[config.mk]
export PLATFORM = sky130hd
export DESIGN_NAME = mecr_ctrl
export DESIGN_NICKNAME = d
export VERILOG_FILES = /design/src/rtl/mecr_pkg.sv /design/src/rtl/mecr_ctrl.sv
export SDC_FILE = /design/constraint.sdc
export NUM_CORES = 1
export LEC_CHECK = 0
export BUFFER_PORTS_ARGS = -buffer_cell sky130_fd_sc_hd__buf_2
export CORE_AREA = 2 2 49 56
export DETAILED_ROUTE_END_ITERATION = 10
export DIE_AREA = 0 0 51 58
export PLACE_DENSITY = 0.6
export SETUP_SLACK_MARGIN = 0.2
export SYNTH_ARGS = -nofsm -noshare
export SYNTH_HDL_FRONTEND = slang
export SYNTH_SLANG_ARGS = --single-unit
[constraint.sdc]
create_clock -name clk -period 1.85 [get_ports clk]
set_clock_uncertainty 0.1 [all_clocks]
set_input_delay 0.185 -clock clk [delete_from_list [all_inputs] [get_ports clk]]
set_output_delay 0.185 -clock clk [all_outputs]
set_load 0.005 [all_outputs]
[src/rtl/mecr_pkg.sv]
// ----------------------------------------------------------------------------
// mecr_pkg: shared types and constants for the min-eigenvalue corner block
// Window geometry, field widths, register indexes, controller/datapath structs.
// ----------------------------------------------------------------------------
package mecr_pkg;

  localparam int RADIUS      = 7;
  localparam int WIN_DIAM    = 2 * RADIUS + 1;      // 15 columns in the window
  localparam int STORE_ROWS  = 2 * RADIUS + 3;      // 17 rows held in the line store
  localparam int EDGE        = 2 * RADIUS + 2;      // first row/col that can close a window
  localparam int MAX_WIDTH   = 1024;
  localparam int MAX_HEIGHT  = 4096;

  localparam int PIX_W       = 8;
  localparam int COL_W       = 10;
  localparam int ROW_W       = 12;
  localparam int SLOT_W      = 5;
  localparam int ADDR_W      = SLOT_W + COL_W;
  localparam int STORE_DEPTH = STORE_ROWS * MAX_WIDTH;
  localparam int WID_W       = 11;
  localparam int HGT_W       = 13;
  localparam int CFG_W       = 13;

  localparam int CS_U_W      = 20;                  // column sum of squares
  localparam int CS_S_W      = 21;                  // column sum of cross products
  localparam int WIN_U_W     = 24;
  localparam int WIN_S_W     = 25;
  localparam int SQ_W        = 48;
  localparam int DISC_W      = 52;
  localparam int ROOT_W      = 26;
  localparam int REM_W       = 29;
  localparam int RESP_W      = 25;
  localparam int K_W         = 5;
  localparam int IT_W        = 5;

  localparam int OUT_DATA_W  = 48;

  typedef logic [0:0] reg_idx_t;
  localparam reg_idx_t REG_IMAGE_WIDTH  = 1'b0;
  localparam reg_idx_t REG_IMAGE_HEIGHT = 1'b1;

  typedef enum logic [1:0] {
    SIDE_LEFT,
    SIDE_MID,
    SIDE_RIGHT
  } side_t;

  typedef struct packed {
    logic  accept;    // input word taken this cycle
    logic  col_clr;   // start a column pass
    logic  rd_en;
    side_t rd_side;
    logic  rd_grad;   // this read row closes a gradient row
    logic  win_upd;
    logic  mul_sq;
    logic  mul_disc;
    logic  sq_step;
    logic  out_load;
  } ctrl_cmd_t;

  typedef struct packed {
    logic need_col;
    logic emit;
    logic out_free;
  } dp_stat_t;

endpackage

[src/rtl/mecr_ctrl.sv]
// ----------------------------------------------------------------------------
// mecr_ctrl: sequencer for the corner response datapath
// Steps the column pass, window update, multiply, square root and output load as each pixel needs them.
// ----------------------------------------------------------------------------
module mecr_ctrl (
  input  logic                 clk,
  input  logic                 rst_n,
  input  logic                 in_tvalid,
  output logic                 in_tready,
  input  mecr_pkg::dp_stat_t   stat,
  output mecr_pkg::ctrl_cmd_t  cmd
);

  typedef enum logic [2:0] {
    S_IDLE,
    S_COL,
    S_FLUSH,
    S_WIN,
    S_MUL,
    S_DISC,
    S_SQRT,
    S_OUT
  } state_t;

  state_t                     state_r, state_nxt;
  logic [mecr_pkg::K_W-1:0]   k_r, k_nxt;
  mecr_pkg::side_t            side_r, side_nxt;
  logic [mecr_pkg::IT_W-1:0]  it_r, it_nxt;

  always_comb begin
    state_nxt   = state_r;
    k_nxt       = k_r;
    side_nxt    = side_r;
    it_nxt      = it_r;
    cmd         = '0;
    cmd.rd_side = side_r;
    case (state_r)
      S_IDLE: begin
        if (in_tvalid) begin
          cmd.accept = 1'b1;
          if (stat.need_col) begin
            cmd.col_clr = 1'b1;
            k_nxt       = '0;
            side_nxt    = mecr_pkg::SIDE_LEFT;
            state_nxt   = S_COL;
          end
        end
      end
      S_COL: begin
        cmd.rd_en   = 1'b1;
        cmd.rd_grad = (k_r >= mecr_pkg::K_W'(2));
        case (side_r)
          mecr_pkg::SIDE_LEFT: side_nxt = mecr_pkg::SIDE_MID;
          mecr_pkg::SIDE_MID:  side_nxt = mecr_pkg::SIDE_RIGHT;
          default: begin
            side_nxt = mecr_pkg::SIDE_LEFT;
            if (k_r == mecr_pkg::K_W'(mecr_pkg::STORE_ROWS - 1)) begin
              state_nxt = S_FLUSH;
            end else begin
              k_nxt = k_r + 1'b1;
            end
          end
        endcase
      end
      S_FLUSH: state_nxt = S_WIN;
      S_WIN: begin
        cmd.win_upd = 1'b1;
        state_nxt   = stat.emit ? S_MUL : S_IDLE;
      end
      S_MUL: begin
        cmd.mul_sq = 1'b1;
        state_nxt  = S_DISC;
      end
      S_DISC: begin
        cmd.mul_disc = 1'b1;
        it_nxt       = '0;
        state_nxt    = S_SQRT;
      end
      S_SQRT: begin
        cmd.sq_step = 1'b1;
        if (it_r == mecr_pkg::IT_W'(mecr_pkg::ROOT_W - 1)) begin
          state_nxt = S_OUT;
        end else begin
          it_nxt = it_r + 1'b1;
        end
      end
      S_OUT: begin
        if (stat.out_free) begin
          cmd.out_load = 1'b1;
          state_nxt    = S_IDLE;
        end
      end
      default: state_nxt = S_IDLE;
    endcase
  end

  always_ff @(posedge clk) begin
    if (!rst_n) begin
      state_r <= S_IDLE;
      k_r     <= '0;
      side_r  <= mecr_pkg::SIDE_LEFT;
      it_r    <= '0;
    end else begin
      state_r <= state_nxt;
      k_r     <= k_nxt;
      side_r  <= side_nxt;
      it_r    <= it_nxt;
    end
  end

  assign in_tready = (state_r == S_IDLE);

endmodule

==> impl_table.tex, run 1 <==
\begin{tabular}{lr}
\hline
Metric & Value \\
\hline
\multicolumn{2}{l}{\textbf{Placement}} \\
\quad Number of buffer cells added on primary ports & 17 \\
\quad Gpl congestion & 0.887 \\
\quad DPL Wire Length & 1.42 mm \\
\multicolumn{2}{l}{\textbf{Floorplanning}} \\
\quad Core outline area & 2400 um\^{}2 \\
\quad Floorplan die height & 58 um \\
\quad Die area & 2960 um\^{}2 \\
\quad Initial core utilization & 0.382 \\
\quad Ports placed on the boundary & 18 \\
\quad DIE WIDTH & 51 um \\
\quad Rows & 19 \\
\multicolumn{2}{l}{\textbf{Clock tree}} \\
\quad Buffers from clock root to sink, at most & 2 \\
\quad Clock insertion delay at the later pin of the skew report & 280 ps \\
\quad Clock sink count & 15 \\
\quad Root Buffer & sky130\_fd\_sc\_hd\_\_clkbuf\_4 \\
\quad Post-CTS Hold Buffers & 0 \\
\quad Clock Pin Slew Worst Setup and Hold Paths & 90 ps \\
\quad Num CTS Buffers & 3 \\
\quad TritonCTS clock tree & yes \\
\quad H-tree depth & 1 \\
\multicolumn{2}{l}{\textbf{Worst setup path}} \\
\quad Worst Setup Start Kind & flop \\
\quad Data arrival time of the critical path & 1680 ps \\
\quad Worst stage delay on the critical path & 350 ps \\
\quad Reg2Reg Setup Slack & 230 ps \\
\quad Worst flop-to-flop path startpoint & k\_r[1] \\
\quad Path depth of the worst reg2reg path & 6 \\
\quad Crit. End Element & flop \\
\quad Slowest stage cell on the critical path & sky130\_fd\_sc\_hd\_\_dfxtp\_2 \\
\quad Critical path fanouts, max & 4 \\
\quad Worst reg2reg endpoint & state\_r[0] \\
\quad Worst EP required & 1920 ps \\
\quad Cell Chain, Critical Path & inv\_1, ha\_2, nand4bb\_1, o221ai\_2, o211ai\_1, mux2i\_1 \\
\quad Category of the critical setup timing path & reg -> reg \\
\quad Critical path launch point & k\_r[1] \\
\multicolumn{2}{l}{\textbf{Status}} \\
\quad Result of the run & completed \\
\multicolumn{2}{l}{\textbf{Timing}} \\
\quad Total Neg Setup Slack & 0 ps \\
\quad Post-route clock period utilization & 0.874 \\
\quad Number of endpoints with negative hold slack in the final report & 0 \\
\quad Measured slew at the worst slew-check pin & 273 ps \\
\quad Rel. slew slack & 0.818 \\
\quad Highest clock frequency the design can meet & 0.619 GHz \\
\quad Unrepaired setup endpoints after global routing & true \\
\quad Count of final setup violators & 0 \\
\quad Max-slew violation count & 0 \\
\quad Final worst path period need & 1620 ps \\
\multicolumn{2}{l}{\textbf{Final layout}} \\
\quad End-of-flow core utilization & 0.477 \\
\quad Number of nets in the final layout & 148 \\
\quad Final antenna diode count & 0 \\
\quad Ratio of cells with drive above 1 in the final layout & 0.331 \\
\quad Layout overhead on the synthesized area & 24.7\% \\
\multicolumn{2}{l}{\textbf{Detailed routing}} \\
\quad Detailed Route Iter0 Violations & 37 \\
\quad Vias per cell & 5.26 \\
\quad First drt pass iteration count & 4 \\
\quad DRC errors left & 0 \\
\quad Antenna Violating Nets Remaining & 0 \\
\quad WL/cell & 12.5 um \\
\quad Final WL & 2.09 mm \\
\quad Via count of the routed design & 878 \\
\multicolumn{2}{l}{\textbf{Synthesis}} \\
\quad Flip-flop cell with the highest count after synthesis & sky130\_fd\_sc\_hd\_\_dfxtp\_1 \\
\quad Top-count cell post-synth & sky130\_fd\_sc\_hd\_\_dfxtp\_1 \\
\quad Top cells by area in the synthesized netlist & sky130\_fd\_sc\_hd\_\_dfxtp\_1 (33\%), sky130\_fd\_sc\_hd\_\_ha\_1 (6.8\%), sky130\_fd\_sc\_hd\_\_nand2\_1 (5.3\%), sky130\_fd\_sc\_hd\_\_nand3\_1 (4.4\%), sky130\_fd\_sc\_hd\_\_nor2\_1 (4.1\%) \\
\quad Area share of the largest cell type after synthesis & 0.327 \\
\quad Synthesized Nets & 124 \\
\quad Post-synth ARST share & 0 \\
\quad Number of enable-type register cells in the synthesized netlist & 0 \\
\quad Fraction of the yosys area taken by sequential cells & 0.327 \\
\quad Syn Inst Count & 113 \\
\quad Commonest cells post-synth & sky130\_fd\_sc\_hd\_\_dfxtp\_1 (15), sky130\_fd\_sc\_hd\_\_nand2\_1 (13), sky130\_fd\_sc\_hd\_\_nor2\_1 (10) \\
\quad Cell variety after synth & 40 \\
\quad Count of yosys warnings during synthesis & 0 \\
\quad Cell accounting for the most synthesized area & sky130\_fd\_sc\_hd\_\_dfxtp\_1 \\
\quad Post-synth design cell area & 918 um\^{}2 \\
\quad \#FFs+latches synth & 15 \\
\quad Average cell area after synthesis & 8.13 um\^{}2 \\
\multicolumn{2}{l}{\textbf{Hold path}} \\
\quad Min-delay src & stat[1] \\
\quad Hold Path End & state\_r[2] \\
\quad Type of the tightest min-delay check & in -> reg \\
\quad Number of instances on the worst hold path & 3 \\
\multicolumn{2}{l}{\textbf{Pwr}} \\
\quad Power Dens Cells & 578 nW/um\^{}2 \\
\quad IR Drop Worst-Case VDD & 0.000307 V \\
\quad Static leakage & 0.511 nW \\
\multicolumn{2}{l}{\textbf{GRT}} \\
\quad Vias in the first global route & 707 \\
\quad Aggregate global-route resource usage & 0.139 \\
\quad Wire length of the first global-routing pass & 3.19 mm \\
\quad Initial antenna violation count & 0 \\
\quad Pin count of the biggest net entering global routing & 15 \\
\quad Overall overflow remaining after global route & 0 \\
\multicolumn{2}{l}{\textbf{Run}} \\
\quad Max-Cap Viols & 0 \\
\hline
\end{tabular}
-- registers in the layout, summed over array words and instances, names as in the netlist --
signal   count
it_r         5
state_r      3
side_r       2
k_r          5
-- critical path, delay by kind of cell, from the launching register on --
kind            cells  cell delay (ps)
buf+inv             1              110
compound gates      2              370
flops               1              350
simple gates        1              230
mux                 1              130
fa+ha+maj           1              210
-- report_power, final --
part           leakage (nW)  switching (mW)  internal (mW)
sequential            0.124         0.00975          0.330
combinational         0.371          0.0674         0.0645
clock                0.0150           0.106         0.0835
total                 0.511           0.183          0.478
-- layer usage --
layer | track usage | part of all wire
met2 | 0.206 | 0.46
met3 | 0.0155 | 0.063
met1 | 0.199 | 0.47
met4 | 0.0695 | 0.014
met5 | 0 | 0
-- cell type report --
type / instances / area, um^2
Clock buffer: 4 / 26.3
Timing Repair Buffer: 26 / 158
Sequential cell: 15 / 312
Multi-Input combinational cell: 85 / 588
Tap cell: 31 / 38.8
Inverter: 6 / 22.5
Fill cell: 231 / 1260
-- worst max-delay path by stage --
stage	endpoint	slack (ps)	cells after the start
global placement	k_r[0]	200	6
global route	state_r[0]	170	6
floorplan	k_r[0]	300	6
CTS	cmd[5]	170	3
finish	state_r[0]	230	6
detailed placement	k_r[0]	150	6
-- metrics by stage --
step                      cell area (um^2)  hold slack (ps)  std cells  worst slack [ps]  power, mW
after floorplan                        918              237        113               304      0.420
after global placement                1010              393        156               201      0.450
final                                 1140              135        167               233      0.661
after CTS                             1050              134        160               171      0.647
after global routing                  1140              170        167               167      0.692
after detailed placement              1010              404        156               148      0.452
-- repair_timing --
item                       4_1_cts  5_1_grt
gates cloned                     0        0
pin swaps                        0        4
resized for setup                8       10
setup buffers                    0        7
setup endpoints to repair        7        8
-- cell usage in the layout, fill, tap and decap left out, types with 2 or more instances in the layout --
| master | instances |
|---|---|
| sky130_fd_sc_hd__buf_2 | 17 |
| sky130_fd_sc_hd__nand2_1 | 13 |
| sky130_fd_sc_hd__dfxtp_1 | 10 |
| sky130_fd_sc_hd__nor2_1 | 9 |
| sky130_fd_sc_hd__buf_4 | 8 |
| sky130_fd_sc_hd__nand3_1 | 7 |
| sky130_fd_sc_hd__inv_1 | 6 |
| sky130_fd_sc_hd__xor2_1 | 4 |
| sky130_fd_sc_hd__ha_1 | 4 |
| sky130_fd_sc_hd__nor3_1 | 3 |
| sky130_fd_sc_hd__o21ai_0 | 3 |
| sky130_fd_sc_hd__mux2i_1 | 3 |
| sky130_fd_sc_hd__clkbuf_4 | 3 |
| sky130_fd_sc_hd__dfxtp_2 | 3 |
| sky130_fd_sc_hd__nor3b_1 | 2 |
| sky130_fd_sc_hd__nand4b_1 | 2 |
| sky130_fd_sc_hd__a211oi_2 | 2 |
| sky130_fd_sc_hd__or3_1 | 2 |
| sky130_fd_sc_hd__a21oi_1 | 2 |
| sky130_fd_sc_hd__nor2b_1 | 2 |
| sky130_fd_sc_hd__o22ai_1 | 2 |
| sky130_fd_sc_hd__nand4_1 | 2 |
| sky130_fd_sc_hd__dfxtp_4 | 2 |
-- logic make-up (layout without fill, tap and decap cells) --
kind of cell / after synthesis / in the layout / share of synthesized area
simple gates: 55 / 55 / 0.330
flops: 15 / 15 / 0.327
xor+xnor: 4 / 4 / 0.0381
buf+inv: 13 / 36 / 0.0776
fa+ha+maj: 5 / 5 / 0.0681
mux: 3 / 3 / 0.0327
compound gates: 18 / 18 / 0.127
(Power assumes the default switching activity.)
==> inputs of run 2 (changes only) <==
--- a/config.mk
+++ b/config.mk
@@ -10,6 +10,7 @@
 export DETAILED_ROUTE_END_ITERATION = 10
 export DIE_AREA = 0 0 51 58
 export PLACE_DENSITY = 0.6
+export RECOVER_POWER = 25
 export SETUP_SLACK_MARGIN = 0.2
 export SYNTH_ARGS = -nofsm -noshare
 export SYNTH_HDL_FRONTEND = slang
==> impl_table.tex, run 2 (synthesis results as in run 1) <==
\begin{tabular}{lr}
\hline
Metric & Value \\
\hline
\multicolumn{2}{l}{\textbf{Status}} \\
\quad Result of the run & completed \\
\multicolumn{2}{l}{\textbf{Final layout}} \\
\quad Most common cell after layout, fill and taps aside & sky130\_fd\_sc\_hd\_\_buf\_2 \\
\quad Highest-count cells in the layout ignoring fill and taps & sky130\_fd\_sc\_hd\_\_buf\_2 (17), sky130\_fd\_sc\_hd\_\_nand2\_1 (13), sky130\_fd\_sc\_hd\_\_dfxtp\_1 (11), sky130\_fd\_sc\_hd\_\_nor2\_1 (9), sky130\_fd\_sc\_hd\_\_buf\_4 (8) \\
\quad Cell area after layout & 1140 um\^{}2 \\
\quad Number of nets in the final layout & 148 \\
\quad Ratio of cells with drive above 1 in the final layout & 0.316 \\
\quad Final antenna diode count & 0 \\
\quad Leading registers by flop count & it\_r x5, k\_r x5, state\_r x3 \\
\quad Layout overhead on the synthesized area & 24.3\% \\
\multicolumn{2}{l}{\textbf{Detailed routing}} \\
\quad First drt pass iteration count & 6 \\
\quad Antenna Violating Nets Remaining & 0 \\
\quad Final WL & 2.08 mm \\
\quad Via count of the routed design & 865 \\
\quad Detailed Route Iter0 Violations & 37 \\
\quad DRC errors left & 0 \\
\quad Vias per cell & 5.18 \\
\quad WL/cell & 12.4 um \\
\multicolumn{2}{l}{\textbf{Floorplanning}} \\
\quad Core outline area & 2400 um\^{}2 \\
\quad Ports placed on the boundary & 18 \\
\quad Initial core utilization & 0.382 \\
\quad DIE WIDTH & 51 um \\
\quad Die area & 2960 um\^{}2 \\
\quad Rows & 19 \\
\quad Floorplan die height & 58 um \\
\multicolumn{2}{l}{\textbf{Worst setup path}} \\
\quad Category of the critical setup timing path & reg -> out \\
\quad Critical path fanouts, max & 8 \\
\quad Total buffers and inverters traversed by the critical path & 1 \\
\quad Cell Chain, Critical Path & or3b\_1, a21oi\_2, buf\_2 \\
\quad Slowest stage cell on the critical path & sky130\_fd\_sc\_hd\_\_or3b\_1 \\
\quad Data arrival time of the critical path & 1350 ps \\
\quad Crit. End Element & output pin \\
\quad Worst EP required & 1560 ps \\
\quad Worst Setup Start Kind & flop \\
\quad Worst stage delay on the critical path & 450 ps \\
\quad Cell family contributing the most delay on the critical path & simple AND/OR/NAND/NOR gates \\
\multicolumn{2}{l}{\textbf{Run}} \\
\quad Max-Cap Viols & 0 \\
\multicolumn{2}{l}{\textbf{Clock tree}} \\
\quad Clock Pin Slew Worst Setup and Hold Paths & 90 ps \\
\quad Clock insertion delay at the later pin of the skew report & 280 ps \\
\quad Num CTS Buffers & 3 \\
\quad H-tree depth & 1 \\
\quad Clock sink count & 15 \\
\quad Root Buffer & sky130\_fd\_sc\_hd\_\_clkbuf\_4 \\
\quad TritonCTS clock tree & yes \\
\quad Buffers from clock root to sink, at most & 2 \\
\multicolumn{2}{l}{\textbf{Placement}} \\
\quad DPL Wire Length & 1.42 mm \\
\quad Gpl congestion & 0.887 \\
\quad Cell area after placement & 1010 um\^{}2 \\
\quad Number of buffer cells added on primary ports & 17 \\
\multicolumn{2}{l}{\textbf{Timing}} \\
\quad Rel. slew slack & 0.814 \\
\quad Unrepaired setup endpoints after global routing & true \\
\quad Number of endpoints with negative hold slack in the final report & 0 \\
\quad Max-slew violation count & 0 \\
\quad Final worst path period need & 1640 ps \\
\quad Measured slew at the worst slew-check pin & 279 ps \\
\quad Highest clock frequency the design can meet & 0.610 GHz \\
\quad Post-route clock period utilization & 0.886 \\
\quad Worst hold margin & 135 ps \\
\quad Total Neg Setup Slack & 0 ps \\
\quad Count of final setup violators & 0 \\
\multicolumn{2}{l}{\textbf{GRT}} \\
\quad Initial antenna violation count & 0 \\
\quad Wire length of the first global-routing pass & 3.19 mm \\
\quad Overall overflow remaining after global route & 0 \\
\quad Aggregate global-route resource usage & 0.139 \\
\quad Vias in the first global route & 707 \\
\quad Pin count of the biggest net entering global routing & 15 \\
\multicolumn{2}{l}{\textbf{Hold path}} \\
\quad Type of the tightest min-delay check & in -> reg \\
\multicolumn{2}{l}{\textbf{Pwr}} \\
\quad Power Dens Cells & 576 nW/um\^{}2 \\
\quad Static leakage & 0.508 nW \\
\quad IR Drop Worst-Case VDD & 0.000307 V \\
\hline
\end{tabular}
## run 2: per-layer routing
metal  GRT usage  vias up  routed length [um]
met5           0        -                   0
met4      0.0695        0                  30
met3      0.0155        4                 120
met2       0.206       31                 935
met1       0.199      385                 989
li1            -      445                   -
## run 2: area by class of cell
cell class	instances	area [um^2]
clock buffers	4	26.3
fillers	232	1260
flip-flops and latches	15	310
inverters	6	22.5
repair buffers	26	158
well taps	31	38.8
multi-input cells	85	586
## run 2: path summary, 6_finish.rpt
path | start | end | slack [ps] | cells after the start
setup / recovery | state_r[2] | cmd[5] | 210 | 3
hold / removal | stat[1] | state_r[2] | 140 | 3
setup reg to reg | k_r[1] | state_r[0] | 240 | 6
hold reg to reg | k_r[0] | k_r[0] | 380 | 1
## run 2: report_power, final
| group | leakage, nW | internal (mW) | switching [mW] |
|---|---|---|---|
| Clock | 0.0150 | 0.0835 | 0.106 |
| Sequential | 0.124 | 0.330 | 0.00983 |
| Combinational | 0.369 | 0.0618 | 0.0668 |
| Total | 0.508 | 0.475 | 0.182 |
## run 2: what timing repair did
action                     in CTS  in global routing
resized for setup               8                 10
pin swaps                       0                  4
setup endpoints to repair       7                  8
setup buffers                   0                  7
hold buffers                    0                  0
## run 2: worst register-to-register path, delay by kind of cell, from the launching register on
kind / cells / cell delay (ps)
fa+ha+maj: 1 / 210
simple gates: 1 / 230
flops: 1 / 350
compound gates: 2 / 370
mux: 1 / 130
buf+inv: 1 / 110
## run 2: stage by stage
step / power [mW] / util / setup slack [ps] / cells
floorplan: 0.420 / - / 304 / 113
global placement: 0.450 / 0.420 / 201 / 156
detailed placement: 0.452 / 0.420 / 148 / 156
CTS: 0.647 / 0.436 / 171 / 160
global route: 0.689 / 0.475 / 128 / 167
finish: 0.658 / 0.475 / 211 / 167
